`config.mk`:
```
export PLATFORM = sky130hd
export DESIGN_NAME = miller_rabin_prime_test_top_flat
export DESIGN_NICKNAME = d
export VERILOG_FILES = /design/src/rtl/core/mrpt_pkg.sv /design/src/rtl/core/mrpt_ifs.sv /design/src/rtl/core/miller_rabin_prime_test_top.sv /design/src/rtl/core/mrpt_datapath.sv /design/src/rtl/core/mrpt_ctrl.sv /design/src/flat_wrapper.sv
export SDC_FILE = /design/constraint.sdc
export NUM_CORES = 2
export LEC_CHECK = 0
export BUFFER_PORTS_ARGS = -buffer_cell sky130_fd_sc_hd__buf_2
export CORE_MARGIN = 3
export CORE_UTILIZATION = 55
export DETAILED_ROUTE_END_ITERATION = 10
export PLACE_DENSITY_LB_ADDON = 0.2
export REMOVE_ABC_BUFFERS = 1
export SLEW_MARGIN = 10
export SYNTH_ARGS = -nofsm -noshare
export SYNTH_HDL_FRONTEND = slang
export SYNTH_SLANG_ARGS = --single-unit
```
`constraint.sdc`:
```
create_clock -name clk -period 10.15 [get_ports clk]
set_clock_uncertainty 0.15 [all_clocks]
set_input_delay 2.03 -clock clk [delete_from_list [all_inputs] [get_ports clk]]
set_output_delay 2.03 -clock clk [all_outputs]
set_load 0.1 [all_outputs]
```
`src/rtl/core/mrpt_pkg.sv`:
```
package mrpt_pkg;

  localparam int NUM_FIELD_W      = 62;
  localparam int NUMBER_WIDTH_DEF = 62;
  localparam int CFG_W            = 5;
  localparam int IDX_W            = 5;
  localparam int BASE_W           = 7;
  localparam logic [CFG_W-1:0] MAX_BASES        = 5'd19;
  localparam logic [CFG_W-1:0] BASE_COUNT_RESET = 5'd19;

  // first twenty primes, indexed from zero
  function automatic logic [BASE_W-1:0] base_prime(input logic [IDX_W-1:0] idx);
    logic [BASE_W-1:0] p;
    unique case (idx)
      5'd0:    p = 7'd2;
      5'd1:    p = 7'd3;
      5'd2:    p = 7'd5;
      5'd3:    p = 7'd7;
      5'd4:    p = 7'd11;
      5'd5:    p = 7'd13;
      5'd6:    p = 7'd17;
      5'd7:    p = 7'd19;
      5'd8:    p = 7'd23;
      5'd9:    p = 7'd29;
      5'd10:   p = 7'd31;
      5'd11:   p = 7'd37;
      5'd12:   p = 7'd41;
      5'd13:   p = 7'd43;
      5'd14:   p = 7'd47;
      5'd15:   p = 7'd53;
      5'd16:   p = 7'd59;
      5'd17:   p = 7'd61;
      5'd18:   p = 7'd67;
      5'd19:   p = 7'd71;
      default: p = 7'd0;
    endcase
    return p;
  endfunction

  typedef enum logic [3:0] {
    OP_NONE,
    OP_LOAD,
    OP_STRIP,
    OP_BASE_INIT,
    OP_MUL_RS,
    OP_MUL_SS,
    OP_SHIFT_E,
    OP_X_FROM_R,
    OP_MUL_XX,
    OP_X_STEP,
    OP_NEXT_BASE,
    OP_VERDICT,
    OP_SEND
  } op_t;

  typedef struct packed {
    op_t  op;
    logic verdict;
  } cmd_t;

  typedef struct packed {
    logic n_lt2;
    logic d_even;
    logic base_ok;
    logic e_zero;
    logic e_lsb;
    logic s_zero;
    logic x_is_one;
    logic sq_comp;
    logic mul_busy;
    logic out_full;
  } stat_t;

endpackage

```
`src/rtl/core/mrpt_ifs.sv`:
```
interface mrpt_in_if;
  logic                              valid;
  logic                              ready;
  logic [mrpt_pkg::NUM_FIELD_W-1:0]  number;
  modport source (output valid, output number, input ready);
  modport sink   (input valid, input number, output ready);
endinterface

interface mrpt_out_if;
  logic valid;
  logic ready;
  logic prime_flag;
  modport source (output valid, output prime_flag, input ready);
  modport sink   (input valid, input prime_flag, output ready);
endinterface

```
`src/rtl/core/miller_rabin_prime_test_top.sv`:
```
// Deterministic Miller-Rabin test of one number per transaction, one number at a time.
// A number first has the trailing zeros of n-1 stripped, then each tried base takes
// about (bits(d) + ones(d) + s) modular products on the single shared bit-serial
// multiplier, which does one double-and-add step per cycle. Composites usually stop
// after the first base. The result sits in an output register, so the input is ready
// again once it is loaded. The user must write base_count through cfg_we/cfg_wdata
// only while the block is idle; the block itself does not enforce this.
// Values above 19 act as 19 and zero tries no base.
module miller_rabin_prime_test_top #(
  parameter int NUMBER_WIDTH = mrpt_pkg::NUMBER_WIDTH_DEF
) (
  input  logic                       clk,
  input  logic                       rst,
  input  logic                       cfg_we,
  input  logic [mrpt_pkg::CFG_W-1:0] cfg_wdata,
  mrpt_in_if.sink                    in_ch,
  mrpt_out_if.source                 out_ch
);
  import mrpt_pkg::*;

  cmd_t  cmd;
  stat_t stat;

  mrpt_ctrl u_ctrl (
    .clk      (clk),
    .rst      (rst),
    .in_valid (in_ch.valid),
    .in_ready (in_ch.ready),
    .stat     (stat),
    .cmd      (cmd)
  );

  mrpt_datapath #(.W(NUMBER_WIDTH)) u_dp (
    .clk       (clk),
    .rst       (rst),
    .cfg_we    (cfg_we),
    .cfg_wdata (cfg_wdata),
    .in_number (in_ch.number),
    .cmd       (cmd),
    .stat      (stat),
    .out_ready (out_ch.ready),
    .out_valid (out_ch.valid),
    .out_prime (out_ch.prime_flag)
  );

endmodule

```
`src/rtl/core/mrpt_datapath.sv`:
```
module mrpt_datapath #(
  parameter int W = mrpt_pkg::NUMBER_WIDTH_DEF
) (
  input  logic                             clk,
  input  logic                             rst,
  input  logic                             cfg_we,
  input  logic [mrpt_pkg::CFG_W-1:0]       cfg_wdata,
  input  logic [mrpt_pkg::NUM_FIELD_W-1:0] in_number,
  input  mrpt_pkg::cmd_t                   cmd,
  output mrpt_pkg::stat_t                  stat,
  input  logic                             out_ready,
  output logic                             out_valid,
  output logic                             out_prime
);
  import mrpt_pkg::*;

  localparam int SW = $clog2(W + 1);
  localparam int BW = $clog2(W);

  typedef enum logic [1:0] {DEST_R, DEST_SQ, DEST_X2} dest_t;

  logic [CFG_W-1:0] base_count;
  logic [W-1:0]     n, nm1, d, e, r, sq, x, x2, mx, my;
  logic [SW-1:0]    s, s_cnt;
  logic [IDX_W-1:0] idx;
  logic [W:0]       acc;
  logic [BW-1:0]    bit_cnt;
  logic             busy;
  dest_t            dest;
  logic             verdict;

  logic [W:0]       a1, a1r, a2, a2r, acc_next;
  logic [W:0]       n_ext;
  logic [W-1:0]     base_val;
  logic [CFG_W-1:0] eff_count;
  logic [W-1:0]     one;

  assign one       = W'(1);
  assign n_ext     = {1'b0, n};
  assign base_val  = {{(W - BASE_W){1'b0}}, base_prime(idx)};
  assign eff_count = (base_count > MAX_BASES) ? MAX_BASES : base_count;

  // one double-and-add step of the modular product
  always_comb begin
    a1       = {acc[W-1:0], 1'b0};
    a1r      = (a1 >= n_ext) ? a1 - n_ext : a1;
    a2       = a1r + {1'b0, mx};
    a2r      = (a2 >= n_ext) ? a2 - n_ext : a2;
    acc_next = my[W-1] ? a2r : a1r;
  end

  always_comb begin
    stat.n_lt2    = (n[W-1:1] == '0);
    stat.d_even   = ~d[0];
    stat.base_ok  = (idx < eff_count) && (base_val < n);
    stat.e_zero   = (e == '0);
    stat.e_lsb    = e[0];
    stat.s_zero   = (s_cnt == '0);
    stat.x_is_one = (x == one);
    stat.sq_comp  = (x2 == one) && (x != one) && (x != nm1);
    stat.mul_busy = busy;
    stat.out_full = out_valid;
  end

  always_ff @(posedge clk) begin
    if (rst) begin
      base_count <= BASE_COUNT_RESET;
      busy       <= 1'b0;
      out_valid  <= 1'b0;
    end else begin
      if (cfg_we) begin
        base_count <= cfg_wdata;
      end
      if (out_valid && out_ready) begin
        out_valid <= 1'b0;
      end
      if (busy) begin
        acc     <= acc_next;
        my      <= my << 1;
        bit_cnt <= bit_cnt - 1'b1;
        if (bit_cnt == '0) begin
          busy <= 1'b0;
          unique case (dest)
            DEST_R:  r  <= acc_next[W-1:0];
            DEST_SQ: sq <= acc_next[W-1:0];
            DEST_X2: x2 <= acc_next[W-1:0];
            default: x2 <= acc_next[W-1:0];
          endcase
        end
      end
      unique case (cmd.op)
        OP_LOAD: begin
          n   <= in_number[W-1:0];
          nm1 <= in_number[W-1:0] - one;
          d   <= in_number[W-1:0] - one;
          s   <= '0;
          idx <= '0;
        end
        OP_STRIP: begin
          d <= d >> 1;
          s <= s + 1'b1;
        end
        OP_BASE_INIT: begin
          r     <= one;
          sq    <= base_val;
          e     <= d;
          s_cnt <= s;
        end
        OP_MUL_RS, OP_MUL_SS, OP_MUL_XX: begin
          acc     <= '0;
          bit_cnt <= BW'(W - 1);
          busy    <= 1'b1;
          if (cmd.op == OP_MUL_RS) begin
            mx <= r; my <= sq; dest <= DEST_R;
          end else if (cmd.op == OP_MUL_SS) begin
            mx <= sq; my <= sq; dest <= DEST_SQ;
          end else begin
            mx <= x; my <= x; dest <= DEST_X2;
          end
        end
        OP_SHIFT_E:   e <= e >> 1;
        OP_X_FROM_R:  x <= r;
        OP_X_STEP: begin
          x     <= x2;
          s_cnt <= s_cnt - 1'b1;
        end
        OP_NEXT_BASE: idx <= idx + 1'b1;
        OP_VERDICT:   verdict <= cmd.verdict;
        OP_SEND: begin
          out_valid <= 1'b1;
          out_prime <= verdict;
        end
        default: ;
      endcase
    end
  end

endmodule

```
`src/rtl/core/mrpt_ctrl.sv`:
```
module mrpt_ctrl (
  input  logic            clk,
  input  logic            rst,
  input  logic            in_valid,
  output logic            in_ready,
  input  mrpt_pkg::stat_t stat,
  output mrpt_pkg::cmd_t  cmd
);
  import mrpt_pkg::*;

  typedef enum logic [8:0] {
    S_IDLE  = 9'b000000001,
    S_STRIP = 9'b000000010,
    S_BASE  = 9'b000000100,
    S_POW   = 9'b000001000,
    S_MR    = 9'b000010000,
    S_MS    = 9'b000100000,
    S_SQ    = 9'b001000000,
    S_SW    = 9'b010000000,
    S_DONE  = 9'b100000000
  } state_t;

  state_t state, state_next;

  assign in_ready = (state == S_IDLE);

  always_comb begin
    state_next  = state;
    cmd.op      = OP_NONE;
    cmd.verdict = 1'b0;
    unique case (state)
      S_IDLE: begin
        if (in_valid) begin
          cmd.op     = OP_LOAD;
          state_next = S_STRIP;
        end
      end
      S_STRIP: begin
        if (stat.n_lt2) begin
          cmd.op = OP_VERDICT; cmd.verdict = 1'b0; state_next = S_DONE;
        end else if (stat.d_even) begin
          cmd.op = OP_STRIP;
        end else begin
          state_next = S_BASE;
        end
      end
      S_BASE: begin
        if (!stat.base_ok) begin
          cmd.op = OP_VERDICT; cmd.verdict = 1'b1; state_next = S_DONE;
        end else begin
          cmd.op = OP_BASE_INIT; state_next = S_POW;
        end
      end
      S_POW: begin
        if (stat.e_zero) begin
          cmd.op = OP_X_FROM_R; state_next = S_SQ;
        end else if (stat.e_lsb) begin
          cmd.op = OP_MUL_RS; state_next = S_MR;
        end else begin
          cmd.op = OP_MUL_SS; state_next = S_MS;
        end
      end
      S_MR: begin
        if (!stat.mul_busy) begin
          cmd.op = OP_MUL_SS; state_next = S_MS;
        end
      end
      S_MS: begin
        if (!stat.mul_busy) begin
          cmd.op = OP_SHIFT_E; state_next = S_POW;
        end
      end
      S_SQ: begin
        if (stat.s_zero) begin
          if (!stat.x_is_one) begin
            cmd.op = OP_VERDICT; cmd.verdict = 1'b0; state_next = S_DONE;
          end else begin
            cmd.op = OP_NEXT_BASE; state_next = S_BASE;
          end
        end else begin
          cmd.op = OP_MUL_XX; state_next = S_SW;
        end
      end
      S_SW: begin
        if (!stat.mul_busy) begin
          if (stat.sq_comp) begin
            cmd.op = OP_VERDICT; cmd.verdict = 1'b0; state_next = S_DONE;
          end else begin
            cmd.op = OP_X_STEP; state_next = S_SQ;
          end
        end
      end
      S_DONE: begin
        if (!stat.out_full) begin
          cmd.op = OP_SEND; state_next = S_IDLE;
        end
      end
      default: state_next = S_IDLE;
    endcase
  end

  always_ff @(posedge clk) begin
    if (rst) begin
      state <= S_IDLE;
    end else begin
      state <= state_next;
    end
  end

endmodule

```
`src/flat_wrapper.sv`:
```
// flat-port wrapper written by rule: the top's interface ports become plain ports
module miller_rabin_prime_test_top_flat import mrpt_pkg::*;
#(
  parameter int NUMBER_WIDTH = mrpt_pkg::NUMBER_WIDTH_DEF
)
  (clk, rst, cfg_we, cfg_wdata, in_ch_valid, in_ch_number, in_ch_ready, out_ch_valid, out_ch_prime_flag, out_ch_ready);
  mrpt_in_if in_ch_i ();
  mrpt_out_if out_ch_i ();
  input  logic clk;
  input  logic rst;
  input  logic cfg_we;
  input  logic [mrpt_pkg::CFG_W-1:0] cfg_wdata;
  input wire logic [$bits(in_ch_i.valid)-1:0] in_ch_valid;
  input wire logic [$bits(in_ch_i.number)-1:0] in_ch_number;
  output wire logic [$bits(in_ch_i.ready)-1:0] in_ch_ready;
  output wire logic [$bits(out_ch_i.valid)-1:0] out_ch_valid;
  output wire logic [$bits(out_ch_i.prime_flag)-1:0] out_ch_prime_flag;
  input wire logic [$bits(out_ch_i.ready)-1:0] out_ch_ready;
  assign in_ch_i.valid = in_ch_valid;
  assign in_ch_i.number = in_ch_number;
  assign in_ch_ready = in_ch_i.ready;
  assign out_ch_valid = out_ch_i.valid;
  assign out_ch_prime_flag = out_ch_i.prime_flag;
  assign out_ch_i.ready = out_ch_ready;
  miller_rabin_prime_test_top #(.NUMBER_WIDTH(NUMBER_WIDTH)) u_core (.clk(clk), .rst(rst), .cfg_we(cfg_we), .cfg_wdata(cfg_wdata), .in_ch(in_ch_i), .out_ch(out_ch_i));
endmodule
```
==> impl_metrics.csv <==
group,metric,value,unit
clock_tree,root_buffer,"clkbuf_16",
global_routing,grt_use_total,36.97,%
clock_tree,htree_levels,3,
global_routing,grt_antenna_before_repair,7,
timing,slew_headroom,13.38,%
setup_path,cp.required,10.33,ns
setup_path,rrSetupSlack,0.29,ns
setup_path,arrival,10.05,ns
logic_synthesis,synth_edf_count,709,
final_layout,post-route-util,61.86,%
placed_design,place_congestion,1.052,
setup_path,r2r-end,"u_core.u_dp.sq[25]$_SDFFCE_PP0P_",
setup_path,cp-startpoint,"u_core.u_dp.n[17]$_DFFE_PP_",
global_routing,grt_pass1_vias,36020,
timing,min_period,9.861,ns
min_path,hp-class,"reg -> reg",
setup_path,rr_worst_depth,37,
setup_path,crit_path_end_kind,"register",
placed_design,hpwlAfterDp,124100,um
timing,setup_viol_count_final,0,
final_layout,final_common_cell,"edfxtp_1",
final_layout,fillers,6817,
floorplanning,start_util,55.59,%
timing,setup_tns,0,ns
drt,remaining_drc_errors,0,
timing,worstMarginPinSlew,1.287,ns
clock_tree,cts_tree,"built",
floorplanning,core-area,0.08224,mm^2
setup_path,path_depth,37,
flow_run,drv_cap,0,
setup_path,crit_buf_inv,8,
timing,finalCritPeriodShare,97.16,%
timing,timing.fmax,0.1014,GHz
drt,via_count,38290,
setup_path,crit_path_start_kind,"register",
floorplanning,die_w,294.3,um
drt,via_per_inst,6.635,
timing,maxSlewViolCount,0,
setup_path,slowest_stage,"nor4_1",
logic_synthesis,ys_ff_latch,732,
logic_synthesis,synth-warning-count,0,
global_routing,grt_max_degree,131,
global_routing,gr-total-overflow,0,
global_routing,grt_pass1_wl,236200,um
clock_tree,clkTransAtPathRegs,0.06,ns
clock_tree,ctsHoldBuffers,0,
setup_path,endpoint,"u_core.u_dp.sq[25]$_SDFFCE_PP0P_",
clock_tree,cts_buffer_depth,3,
floorplanning,fp.dieH,294.3,um
logic_synthesis,syn_area_per_cell,10.11,um^2
clock_tree,cts_made_buffers,79,
drt,drt_pass1_iterations,6,
floorplanning,fp.dieArea,0.08662,mm^2
clock_tree,clk_latency,0.64,ns
pwr,peakVddDrop,0.1432,mV
timing,finalHoldViolCount,0,
logic_synthesis,ys.flop_type,"edfxtp_1",
clock_tree,numClockSinks,732,
drt,ant_nets,0,
final_layout,drive_gt1_share,13.14,%
drt,drtIter0Drc,5353,
logic_synthesis,async_flop_share,0,%
drt,routedWlPerCell,28.24,um
final_layout,syn_to_final_growth,11.28,%
setup_path,r2r-start,"u_core.u_dp.n[17]$_DFFE_PP_",
setup_path,critical_path.max_stage_delay,0.58,ns
drt,postRouteWirelength,162900,um
final_layout,layout.nets,4920,
final_layout,layout_common_cells,"709 x edfxtp_1, 499 x nor2_1, 367 x nand2_1",
setup_path,crit_type,"reg -> reg",
setup_path,worstPathMaxFanout,19,
setup_path,worst_path_most_repeated_cell,"buf_4",
floorplanning,pin_count,75,
floorplanning,rows,105,
min_path,min-delay-start,"u_core.u_dp.verdict$_SDFFCE_PN0P_",
run_status,outcome,"finished clean",
logic_synthesis,synth_cell_types,92,
logic_synthesis,synth_cells,4521,
pwr,p_leak,19.38,nW
placed_design,port_buffers,74,
setup_path,critPathTopFamily,"compound AO/OA/AOI/OAI gates",
pwr,powerDensity,173.1,mW/mm^2
logic_synthesis,netlist_area,0.04572,mm^2
logic_synthesis,yosysSeqAreaShare,47.57,%
-- cell type report --
type	count	area [um^2]	area share (%)
inverter	211	793.3	1.559
multi-input combinational	3353	22550	44.33
timing repair buffer	260	1854	3.645
clock buffer	87	2028	3.987
antenna	5	12.51	0.02459
clock inverter	52	546.8	1.075
tap	1070	1339	2.631
sequential	732	21750	42.75
-- logic make-up after synthesis --
kind of cell	after synthesis	synth area share [%]
flip-flops	732	47.57
multiplexers	237	5.596
AND/OR/NAND/NOR	1547	16.19
XOR/XNOR	304	5.856
AO/OA/AOI/OAI	1054	15.26
buffers and inverters	436	3.697
adder cells (fa/ha/maj)	211	5.824
-- metrics by stage --
step / hold slack, ns / setup slack [ns] / total power (W) / instance area (um^2) / cells
after floorplan: 0.2503 / -3.870 / 0.004997 / 44820 / 4296
after CTS: 0.3197 / 0.08602 / 0.008743 / 50760 / 5760
final: 0.3255 / 0.2885 / 0.008809 / 50880 / 5770
after detailed placement: 0.3020 / -0.1186 / 0.005866 / 48170 / 5621
after global routing: 0.3214 / -0.03240 / 0.009112 / 50870 / 5767
after global placement: 0.2985 / -0.1036 / 0.005861 / 48170 / 5621
-- flip-flops by register name, summed over array words and instances, names as in the netlist, 7 cells and up --
| register | cells |
|---|---|
| u_core.u_dp.d | 62 |
| u_core.u_dp.n | 62 |
| u_core.u_ctrl.state | 9 |
| u_core.u_dp.e | 62 |
| u_core.u_dp.nm1 | 62 |
| u_core.u_dp.my | 62 |
| u_core.u_dp.sq | 62 |
| u_core.u_dp.base_val | 7 |
| u_core.u_dp.mx | 62 |
| u_core.u_dp.x2 | 62 |
| u_core.u_dp.r | 62 |
| u_core.u_dp.x | 62 |
| u_core.u_dp.acc | 62 |
-- worst min path at each step --
stage                     slack (ns)  cells after the start                               to
after CTS                       0.32                      0  u_core.u_dp.out_prime$_DFFE_PP_
final                           0.33                      0  u_core.u_dp.out_prime$_DFFE_PP_
after global placement          0.30                      0  u_core.u_dp.out_prime$_DFFE_PP_
after global routing            0.32                      0  u_core.u_dp.out_prime$_DFFE_PP_
after detailed placement        0.30                      0  u_core.u_dp.out_prime$_DFFE_PP_
after floorplan                 0.25                      0  u_core.u_dp.out_prime$_DFFE_PP_
-- worst reg2reg max path: cells and delay by family, from the launching register on --
family / cells / cell delay [ns]
adders and majority gates: 3 / 1.22
buffers and inverters: 8 / 1.37
AOI/OAI and AO/OA: 10 / 2.86
DFF: 1 / 0.39
and+or+nand+nor: 13 / 2.84
xor gates and xnor gates: 2 / 0.44
muxes: 1 / 0.31
-- repair_timing --
item / CTS / global route
setup endpoints to repair: 4 / 220
gates resized for setup: 3 / 13
gates cloned: 0 / 0
setup buffers: 0 / 5
pin swaps: 0 / 2
-- cells in the mapped netlist (all sizes together), types with 9 or more instances --
cell type	n	area (um^2)
edfxtp	709	21290
or4	16	120.1
a221o	63	630.6
nor4	110	694.4
nor3	93	491.7
nand4	89	556.8
o211ai	44	330.3
mux2i	88	880.8
a221oi	10	93.84
buf	35	185.2
ha	208	2603
xor2	123	1085
a211oi	72	615.6
a211o	10	87.58
or3	27	168.9
clkbuf	190	713.2
o21bai	30	225.2
a21boi	14	105.1
and2	56	350.3
o21a	28	210.2
xnor2	181	1593
o22ai	10	62.56
dfxtp	23	460.4
or2	9	56.31
nand3	96	480.5
nor2b	23	143.9
o21ai	238	1191
nand2b	23	143.9
o31ai	18	140.1
a31oi	44	287.8
mux2	149	1678
a21oi	290	1451
nor3b	9	77.57
inv	210	788.3
nor2	505	1896
and3	92	575.6
a22oi	9	67.56
nand2	370	1389
a21o	77	578.1
o211a	9	90.09
a31o	12	105.1
-- power breakdown --
group	switching [W]	internal [W]	total [W]
registers	0.0000539	0.00347	0.00352
logic	0.00149	0.000887	0.00238
clock network	0.00126	0.00165	0.00290
-- per-layer routing --
metal	up-vias	wire length (um)	global-route usage, %	part of all wire, %
li1	17100	-	-	-
met1	18480	64570	51.63	40
met2	2370	68870	53.77	42
met3	333	20970	9.864	13
met4	4	8495	17.37	5.2
met5	-	28	0	0.017
No activity file was read; power rests on OpenSTA's default activity.
